$ cat src/rtl/pwmr_pkg.sv
// Shared types, constants and field layouts for the PWM ramp H-bridge drive.
package pwmr_pkg;

  localparam int DUTY_BITS = 10;
  localparam int CFG_BITS  = 10;
  // width that holds both a duty value and a step register
  localparam int SW = (DUTY_BITS > CFG_BITS) ? DUTY_BITS : CFG_BITS;

  localparam logic [DUTY_BITS-1:0] DUTY_MAX = {DUTY_BITS{1'b1}};

  localparam logic [1:0] DIR_STOP = 2'd0;
  localparam logic [1:0] DIR_CW   = 2'd1;
  localparam logic [1:0] DIR_CCW  = 2'd2;
  localparam logic [1:0] DIR_RSVD = 2'd3;

  localparam int ADDR_BITS = 4;
  localparam int DATA_BITS = 32;

  localparam logic [1:0] REG_ACCEL_STEP = 2'd0;
  localparam logic [1:0] REG_DECEL_STEP = 2'd1;
  localparam logic [1:0] REG_MIN_DUTY   = 2'd2;
  localparam logic [1:0] REG_INVERT_DIR = 2'd3;

  localparam int IN_FIELD_BITS  = DUTY_BITS + 3;
  localparam int IN_TDATA_BITS  = ((IN_FIELD_BITS + 7) / 8) * 8;
  localparam int OUT_FIELD_BITS = 3 * DUTY_BITS + 2;
  localparam int OUT_TDATA_BITS = ((OUT_FIELD_BITS + 7) / 8) * 8;

  typedef struct packed {
    logic [CFG_BITS-1:0] accel_step;
    logic [CFG_BITS-1:0] decel_step;
    logic [CFG_BITS-1:0] min_duty;
    logic                invert_direction;
  } cfg_t;

  // members listed from the highest bit down; first field sits highest
  typedef struct packed {
    logic                 force_stop;
    logic [1:0]           target_direction;
    logic [DUTY_BITS-1:0] target_duty;
  } in_item_t;

  typedef struct packed {
    logic [1:0]           direction_now;
    logic [DUTY_BITS-1:0] duty_now;
    logic [DUTY_BITS-1:0] left_duty;
    logic [DUTY_BITS-1:0] right_duty;
  } out_item_t;

endpackage

$ cat src/rtl/pwmr_cfg_regs.sv
// APB-style configuration register file for the ramp drive.
module pwmr_cfg_regs (
  input  logic                             clk,
  input  logic                             rst_n,
  input  logic                             cfg_psel,
  input  logic                             cfg_penable,
  input  logic                             cfg_pwrite,
  input  logic [pwmr_pkg::ADDR_BITS-1:0]   cfg_paddr,
  input  logic [pwmr_pkg::DATA_BITS-1:0]   cfg_pwdata,
  output logic [pwmr_pkg::DATA_BITS-1:0]   cfg_prdata,
  output logic                             cfg_pready,
  output pwmr_pkg::cfg_t                   cfg
);

  pwmr_pkg::cfg_t cfg_r;
  pwmr_pkg::cfg_t cfg_nxt;
  logic [1:0]     idx;
  logic           wr_en;

  assign idx        = cfg_paddr[3:2];
  assign wr_en      = cfg_psel & cfg_penable & cfg_pwrite;
  assign cfg_pready = 1'b1;
  assign cfg        = cfg_r;

  always_comb begin
    cfg_nxt = cfg_r;
    if (wr_en) begin
      case (idx)
        pwmr_pkg::REG_ACCEL_STEP: cfg_nxt.accel_step = cfg_pwdata[pwmr_pkg::CFG_BITS-1:0];
        pwmr_pkg::REG_DECEL_STEP: cfg_nxt.decel_step = cfg_pwdata[pwmr_pkg::CFG_BITS-1:0];
        pwmr_pkg::REG_MIN_DUTY:   cfg_nxt.min_duty   = cfg_pwdata[pwmr_pkg::CFG_BITS-1:0];
        pwmr_pkg::REG_INVERT_DIR: cfg_nxt.invert_direction = cfg_pwdata[0];
        default:                  cfg_nxt = cfg_r;
      endcase
    end
  end

  always_ff @(posedge clk) begin
    if (!rst_n) begin
      cfg_r.accel_step       <= pwmr_pkg::CFG_BITS'(8);
      cfg_r.decel_step       <= pwmr_pkg::CFG_BITS'(16);
      cfg_r.min_duty         <= pwmr_pkg::CFG_BITS'(100);
      cfg_r.invert_direction <= 1'b0;
    end else begin
      cfg_r <= cfg_nxt;
    end
  end

  always_comb begin
    case (idx)
      pwmr_pkg::REG_ACCEL_STEP: cfg_prdata = pwmr_pkg::DATA_BITS'(cfg_r.accel_step);
      pwmr_pkg::REG_DECEL_STEP: cfg_prdata = pwmr_pkg::DATA_BITS'(cfg_r.decel_step);
      pwmr_pkg::REG_MIN_DUTY:   cfg_prdata = pwmr_pkg::DATA_BITS'(cfg_r.min_duty);
      pwmr_pkg::REG_INVERT_DIR: cfg_prdata = pwmr_pkg::DATA_BITS'(cfg_r.invert_direction);
      default:                  cfg_prdata = '0;
    endcase
  end

endmodule

$ cat src/rtl/pwmr_step.sv
// Ramp step: present duty/direction state and the per-tick update logic.
module pwmr_step (
  input  logic                 clk,
  input  logic                 rst_n,
  input  logic                 en,
  input  pwmr_pkg::cfg_t       cfg,
  input  pwmr_pkg::in_item_t   item,
  output pwmr_pkg::out_item_t  res
);

  localparam int SW = pwmr_pkg::SW;
  localparam int DB = pwmr_pkg::DUTY_BITS;

  logic [DB-1:0] duty_r;
  logic [DB-1:0] duty_nxt;
  logic [1:0]    dir_r;
  logic [1:0]    dir_nxt;

  logic [1:0]    tdir;
  logic [SW-1:0] duty_w;
  logic [SW-1:0] target_w;
  logic [SW-1:0] accel_w;
  logic [SW-1:0] decel_w;
  logic [SW-1:0] mind_w;
  logic [DB-1:0] mind;
  logic [SW-1:0] up_gap;
  logic [SW-1:0] dn_gap;
  logic [DB-1:0] ramp;
  logic [DB-1:0] rev_duty;
  logic [DB-1:0] duty_pre;
  logic [1:0]    drive;

  assign tdir     = (item.target_direction == pwmr_pkg::DIR_RSVD) ? pwmr_pkg::DIR_STOP
                                                                  : item.target_direction;
  assign duty_w   = SW'(duty_r);
  assign target_w = SW'(item.target_duty);
  assign accel_w  = SW'(cfg.accel_step);
  assign decel_w  = SW'(cfg.decel_step);
  assign mind_w   = SW'(cfg.min_duty);
  assign mind     = (mind_w > SW'(pwmr_pkg::DUTY_MAX)) ? pwmr_pkg::DUTY_MAX
                                                       : mind_w[DB-1:0];
  assign up_gap   = target_w - duty_w;
  assign dn_gap   = duty_w - target_w;

  // reversal: decelerate toward zero first
  assign rev_duty = (decel_w >= duty_w) ? '0 : DB'(duty_w - decel_w);

  // normal slew toward target, never overshooting
  always_comb begin
    if (duty_w < target_w) begin
      ramp = (accel_w >= up_gap) ? item.target_duty : DB'(duty_w + accel_w);
    end else if (duty_w > target_w) begin
      ramp = (decel_w >= dn_gap) ? item.target_duty : DB'(duty_w - decel_w);
    end else begin
      ramp = duty_r;
    end
  end

  always_comb begin
    if (item.force_stop) begin
      duty_pre = '0;
      dir_nxt  = pwmr_pkg::DIR_STOP;
    end else if (tdir != dir_r && duty_r != '0) begin
      duty_pre = rev_duty;
      dir_nxt  = (rev_duty == '0) ? tdir : dir_r;
    end else begin
      dir_nxt  = (duty_r == '0) ? tdir : dir_r;
      duty_pre = (item.target_duty != '0 && ramp != '0 && ramp < mind) ? mind : ramp;
    end
  end

  always_comb begin
    case (dir_nxt)
      pwmr_pkg::DIR_CW:  drive = cfg.invert_direction ? pwmr_pkg::DIR_CCW : pwmr_pkg::DIR_CW;
      pwmr_pkg::DIR_CCW: drive = cfg.invert_direction ? pwmr_pkg::DIR_CW : pwmr_pkg::DIR_CCW;
      default:           drive = dir_nxt;
    endcase
  end

  // brake: stop direction or zero duty clears both bridge sides
  always_comb begin
    res.right_duty = '0;
    res.left_duty  = '0;
    duty_nxt       = duty_pre;
    if (drive == pwmr_pkg::DIR_STOP || duty_pre == '0) begin
      duty_nxt = '0;
    end else if (drive == pwmr_pkg::DIR_CW) begin
      res.right_duty = duty_pre;
    end else begin
      res.left_duty = duty_pre;
    end
    res.duty_now      = duty_nxt;
    res.direction_now = dir_nxt;
  end

  always_ff @(posedge clk) begin
    if (!rst_n) begin
      duty_r <= '0;
      dir_r  <= pwmr_pkg::DIR_STOP;
    end else if (en) begin
      duty_r <= duty_nxt;
      dir_r  <= dir_nxt;
    end
  end

`ifndef ASSERT_OFF
  a_duty_needs_dir: assert property (@(posedge clk) disable iff (!rst_n)
    duty_r != '0 |-> dir_r != pwmr_pkg::DIR_STOP)
    else $error("nonzero duty held with stop direction");

  a_fstop_clears: assert property (@(posedge clk) disable iff (!rst_n)
    en && item.force_stop |=> duty_r == '0 && dir_r == pwmr_pkg::DIR_STOP)
    else $error("force stop did not clear state");

  a_one_side: assert property (@(posedge clk) disable iff (!rst_n)
    en |-> res.right_duty == '0 || res.left_duty == '0)
    else $error("both bridge sides driven");

  a_duty_matches: assert property (@(posedge clk) disable iff (!rst_n)
    en |-> res.duty_now == (res.right_duty | res.left_duty))
    else $error("duty_now differs from the driven side");
`endif

endmodule

$ cat src/rtl/pwm_ramp_hbridge_drive_unit.sv
// Top level of the PWM ramp H-bridge drive: stream ports, pipeline registers, config port.
// One transaction on the input stream is one ramp tick and yields exactly one result
// transaction. A tick passes an input register, then the slew/brake logic, then the output
// register, and one tick is accepted per cycle sustained while out_tready holds, since the
// duty/direction state is written at the same edge that loads the result. The input side
// keeps accepting while a result waits, until both registers are full. Configuration
// (accel_step, decel_step, min_duty, invert_direction at byte addresses 0, 4, 8, 12)
// should be written only with no tick in flight.
module pwm_ramp_hbridge_drive_unit (
  input  logic                                 clk,
  input  logic                                 rst_n,
  input  logic                                 in_tvalid,
  output logic                                 in_tready,
  // fields from bit 0: target_duty, target_direction, force_stop, zero pad
  input  logic [pwmr_pkg::IN_TDATA_BITS-1:0]   in_tdata,
  output logic                                 out_tvalid,
  input  logic                                 out_tready,
  // fields from bit 0: right_duty, left_duty, duty_now, direction_now
  output logic [pwmr_pkg::OUT_TDATA_BITS-1:0]  out_tdata,
  input  logic                                 cfg_psel,
  input  logic                                 cfg_penable,
  input  logic                                 cfg_pwrite,
  input  logic [pwmr_pkg::ADDR_BITS-1:0]       cfg_paddr,
  input  logic [pwmr_pkg::DATA_BITS-1:0]       cfg_pwdata,
  output logic [pwmr_pkg::DATA_BITS-1:0]       cfg_prdata,
  output logic                                 cfg_pready
);

  pwmr_pkg::cfg_t      cfg;
  pwmr_pkg::in_item_t  in_r;
  pwmr_pkg::out_item_t res;
  pwmr_pkg::out_item_t out_r;

  logic s1_valid_r;
  logic s1_valid_nxt;
  logic out_valid_r;
  logic out_valid_nxt;
  logic in_fire;
  logic adv;

  assign adv       = s1_valid_r & (~out_valid_r | out_tready);
  assign in_tready = ~s1_valid_r | adv;
  assign in_fire   = in_tvalid & in_tready;

  assign s1_valid_nxt  = in_fire ? 1'b1 : (adv ? 1'b0 : s1_valid_r);
  assign out_valid_nxt = adv ? 1'b1 : (out_tready ? 1'b0 : out_valid_r);

  always_ff @(posedge clk) begin
    if (!rst_n) begin
      s1_valid_r  <= 1'b0;
      out_valid_r <= 1'b0;
    end else begin
      s1_valid_r  <= s1_valid_nxt;
      out_valid_r <= out_valid_nxt;
    end
  end

  always_ff @(posedge clk) begin
    if (in_fire) begin
      in_r <= in_tdata[pwmr_pkg::IN_FIELD_BITS-1:0];
    end
    if (adv) begin
      out_r <= res;
    end
  end

  assign out_tvalid = out_valid_r;
  assign out_tdata  = pwmr_pkg::OUT_TDATA_BITS'(out_r);

  pwmr_cfg_regs u_cfg (
    .clk         (clk),
    .rst_n       (rst_n),
    .cfg_psel    (cfg_psel),
    .cfg_penable (cfg_penable),
    .cfg_pwrite  (cfg_pwrite),
    .cfg_paddr   (cfg_paddr),
    .cfg_pwdata  (cfg_pwdata),
    .cfg_prdata  (cfg_prdata),
    .cfg_pready  (cfg_pready),
    .cfg         (cfg)
  );

  pwmr_step u_step (
    .clk   (clk),
    .rst_n (rst_n),
    .en    (adv),
    .cfg   (cfg),
    .item  (in_r),
    .res   (res)
  );

endmodule
$ cat config.mk
export PLATFORM = sky130hd
export DESIGN_NAME = pwm_ramp_hbridge_drive_unit
export DESIGN_NICKNAME = d
export VERILOG_FILES = /design/src/rtl/pwmr_pkg.sv /design/src/rtl/pwmr_cfg_regs.sv /design/src/rtl/pwmr_step.sv /design/src/rtl/pwm_ramp_hbridge_drive_unit.sv
export SDC_FILE = /design/constraint.sdc
export NUM_CORES = 1
export LEC_CHECK = 0
export BUFFER_PORTS_ARGS = -buffer_cell sky130_fd_sc_hd__buf_2
export CORE_ASPECT_RATIO = 2
export CORE_MARGIN = 3
export CORE_UTILIZATION = 35
export CTS_CLUSTER_DIAMETER = 80
export DETAILED_ROUTE_END_ITERATION = 8
export PLACE_DENSITY = 0.59
export SYNTH_ARGS = -nofsm -noshare
export SYNTH_HDL_FRONTEND = slang
export SYNTH_SLANG_ARGS = --single-unit
$ cat constraint.sdc
create_clock -name clk -period 10 [get_ports clk]
set_clock_uncertainty 0.1 [all_clocks]
set_input_delay 1 -clock clk [delete_from_list [all_inputs] [get_ports clk]]
set_output_delay 1 -clock clk [all_outputs]
set_load 0.05 [all_outputs]
==> results.toml <==
[synth]
ys_async_sr_fraction_pct = 0
yosysTopAreaCellShare_pct = 19.33
synthMuxAreaShare_pct = 5.782
synth_cell_types = 78
synthTopCellsByCount = "67 x ha_1, 63 x nand2_1, 60 x a21oi_1, 60 x inv_1, 60 x nor2_1"
synth_top_family_by_area = "compound AO/OA/AOI/OAI gates"
yosys.area_share.simple_pct = 17.20
synth_area_leaders = "edfxtp_1 19%, dfxtp_1 13%, ha_1 12%"
synth_most_common_cell = "ha_1"
synth_compound_area_share_pct = 21.11
synth_edf_count = 45
yosys_warnings = 0
synth-adder-area-share_pct = 13.14
synth_top_flop_cell = "edfxtp_1"
synthesis.area_um2 = 6989
syn_inst = 794
synth.avg_cell_area_um2 = 8.803
ys_seq_area_share_pct = 32.22
yosysTopAreaCell = "edfxtp_1"
synth_xor_area_share_pct = 3.133
synth-seq-cells = 90

[clock_tree]
clockRootBuffer = "clkbuf_16"
clkTransAtPathRegs_ps = 80
holdBufCountCts = 0
cts_tree = "built"
post_cts_buffers = 0
clk_path_buf_depth = 2
ctsHtreeMaxLevel = 3
cts-resized-gates = 0
cts_buffers = 9
insertion_delay_ps = 350
clock-sinks = 90

[timing]
hold_violations = 0
post-route-min-period_ps = 7931
rsz0062_at_grt = "false"
max_freq_ghz = 0.1261
finalWorstSetupSlack_ps = 2069
fin_crit_sh_pct = 79.31
relSlewSlack_pct = 23.30
fin_setup_tns_ps = 0
setup_violations = 0
drv_slew = 0
worstMarginPinSlew_ps = 1144

[floorplanning]
num_rows = 72
dieArea_um2 = 21800
pin_count = 126
initial_core_util_pct = 35.92
die_x_um = 105.9
core_um2 = 19460
chipHeight_um = 205.8

[worst_hold_path]
hp-start = "u_cfg.cfg[4]"
min_to = "u_cfg.cfg[4]"
holdPathStages = 2
holdCritPathClass = "flip-flop to flip-flop"

[finish]
stdcell_count = 1120
nets = 986
layout-drive-gt1-share_pct = 13.24
antenna_cells = 0
areaGrowthSynthToFinish_pct = 11.92
final_util_pct = 40.20

[pwr]
clkPwrFrac_pct = 34.8
seqPwrFrac_pct = 42.4
ir_drop_v = 0.00008349
leakage_nw = 3.385
p_int_uw = 641.6
netSwitchingFraction_pct = 33.92
switchingPower_uw = 329.4
p_per_area_nw_per_um2 = 124.1
combPwrFrac_pct = 22.8

[global_route]
overflow = 0
grt_max_degree = 36
grt_pass1_vias = 6127
grt_pass1_wl_mm = 35.16
grt_usage_pct = 21.45
antenna_found_initial = 0

[placement]
dp.cells = 1104
io_buffers = 75
detailed_place_hpwl_mm = 19.59
place_ws_ps = 2267
place.gp.congestion = 0.9907

[worst_setup_path]
ff2ff_path_depth = 27
setup.worst_path.start_class = "flip-flop"
critical_path_class = "flip-flop to flip-flop"
cpMostUsedCell = "a21oi_1"
slowest_stage = "dfxtp_1"
worstPathArrival_ps = 7890
cp-end-kind = "flip-flop"
critPathMaxStageDelay_ps = 760
cp_top_family = "compound AO/OA/AOI/OAI gates"
worstPathRequired_ps = 9960
crit_fanout = 16
crit_buf_inv = 3
r2r_start = "u_step.duty_r[1]"
r2r_slack_ps = 2070
r2r-end = "out_tdata[19]"
startpoint = "u_step.duty_r[1]"

[route]
wl_per_cell_um = 21.27
drt_iter0_drc = 317
totalWireLength_mm = 23.82
drc_errors = 0
vias = 6326
drt_pre_antenna_iters = 6
ant_nets = 0
vias_per_cell = 5.648

[status]
status = "finished clean"

[job]
drv_cap = 0
-- registers in the layout (all words and copies together) (netlist names) --
name	count
in_r	13
out_tdata	32
out_tvalid	1
s1_valid_r	1
u_cfg.cfg	31
u_step.dir_r	2
u_step.duty_r	10
-- layout make-up --
type	instances	area [um^2]
inverters	60	225.2
well taps	259	324.1
clock buffers	9	225.2
clock inverters	7	67.56
fillers	2013	11640
flip-flops and latches	90	2252
multi-input cells	615	4315
repair buffers	80	412.9
-- power by group through the flow --
stage | Sequential, mW | Combinational, mW | Clock [mW]
floorplan | 0.436 | 0.152 | 0
global placement | 0.420 | 0.218 | 0
detailed placement | 0.420 | 0.219 | 0
CTS | 0.412 | 0.220 | 0.340
global route | 0.413 | 0.238 | 0.356
finish | 0.412 | 0.221 | 0.338
-- worst max-delay path by stage --
stage          depth (start not counted)             to  slack (ps)
2_1_floorplan                         25  out_tdata[12]        3630
5_1_grt                               27  out_tdata[19]        1790
6_report                              27  out_tdata[19]        2070
3_3_place_gp                          27  out_tdata[19]        2360
4_1_cts                               27  out_tdata[19]        2220
3_5_place_dp                          27  out_tdata[19]        2270
-- cells in the final DEF (no fill, tap or decap), types with 37 or more instances in the layout --
| cell type | synthesis | routed |
|---|---|---|
| ha_1 | 67 | 67 |
| nor2_1 | 60 | 60 |
| a21oi_1 | 60 | 60 |
| mux2i_1 | 37 | 37 |
| nand2_1 | 63 | 63 |
| dfxtp_1 | 45 | 45 |
| o21ai_0 | 39 | 39 |
| inv_1 | 60 | 60 |
| buf_2 | 9 | 75 |
| edfxtp_1 | 45 | 45 |
-- cell families (layout without fill, tap and decap cells) --
group                    after synthesis  count (layout)
flip-flops                            90              90
AO/OA/AOI/OAI                        216             216
buffers and inverters                110             156
adder cells (fa/ha/maj)               71              71
multiplexers                          39              39
other                                  2              23
AND/OR/NAND/NOR                      241             241
XOR/XNOR                              25              25
-- worst reg2reg max path: stages (launching register included) --
cell and delay (ps):
dfxtp_1 760, inv_1 200, fa_1 460, a21o_1 170, a21oi_1 210, o21bai_1 110
a21oi_1 240, o21bai_1 100, a21oi_1 180, xor2_1 170, ha_1 260, a21o_1 160
a21oi_1 180, o41ai_1 100, buf_4 160, nor2_1 460, mux2i_1 210, a22oi_1 400
inv_1 180, ha_1 340, and4_1 220, a211o_1 290, a221o_1 370, a41oi_2 590
nor2_1 190, a22o_1 290, a31oi_1 430, nor3_1 110
-- routing by layer --
layer  part of all wire (%)  up-vias  wire (um)  GRT usage (%)
met4                     11        0       2534          19.64
met1                     32     2959       7592          18.97
met2                     53      262      12730          41.10
li1                       -     3000          -              -
met5                      0        -          0              0
met3                    4.1      105        970          2.449
-- metrics by stage --
step / cell area [um^2] / hold slack (ps) / total power [mW]
after floorplan: 7068 / 349.6 / 0.5878
after global placement: 7530 / 360.5 / 0.6380
after detailed placement: 7530 / 367.2 / 0.6395
after CTS: 7823 / 378.0 / 0.9719
after global routing: 7823 / 396.9 / 1.007
final: 7823 / 380.1 / 0.9709
(Power assumes the default switching activity.)
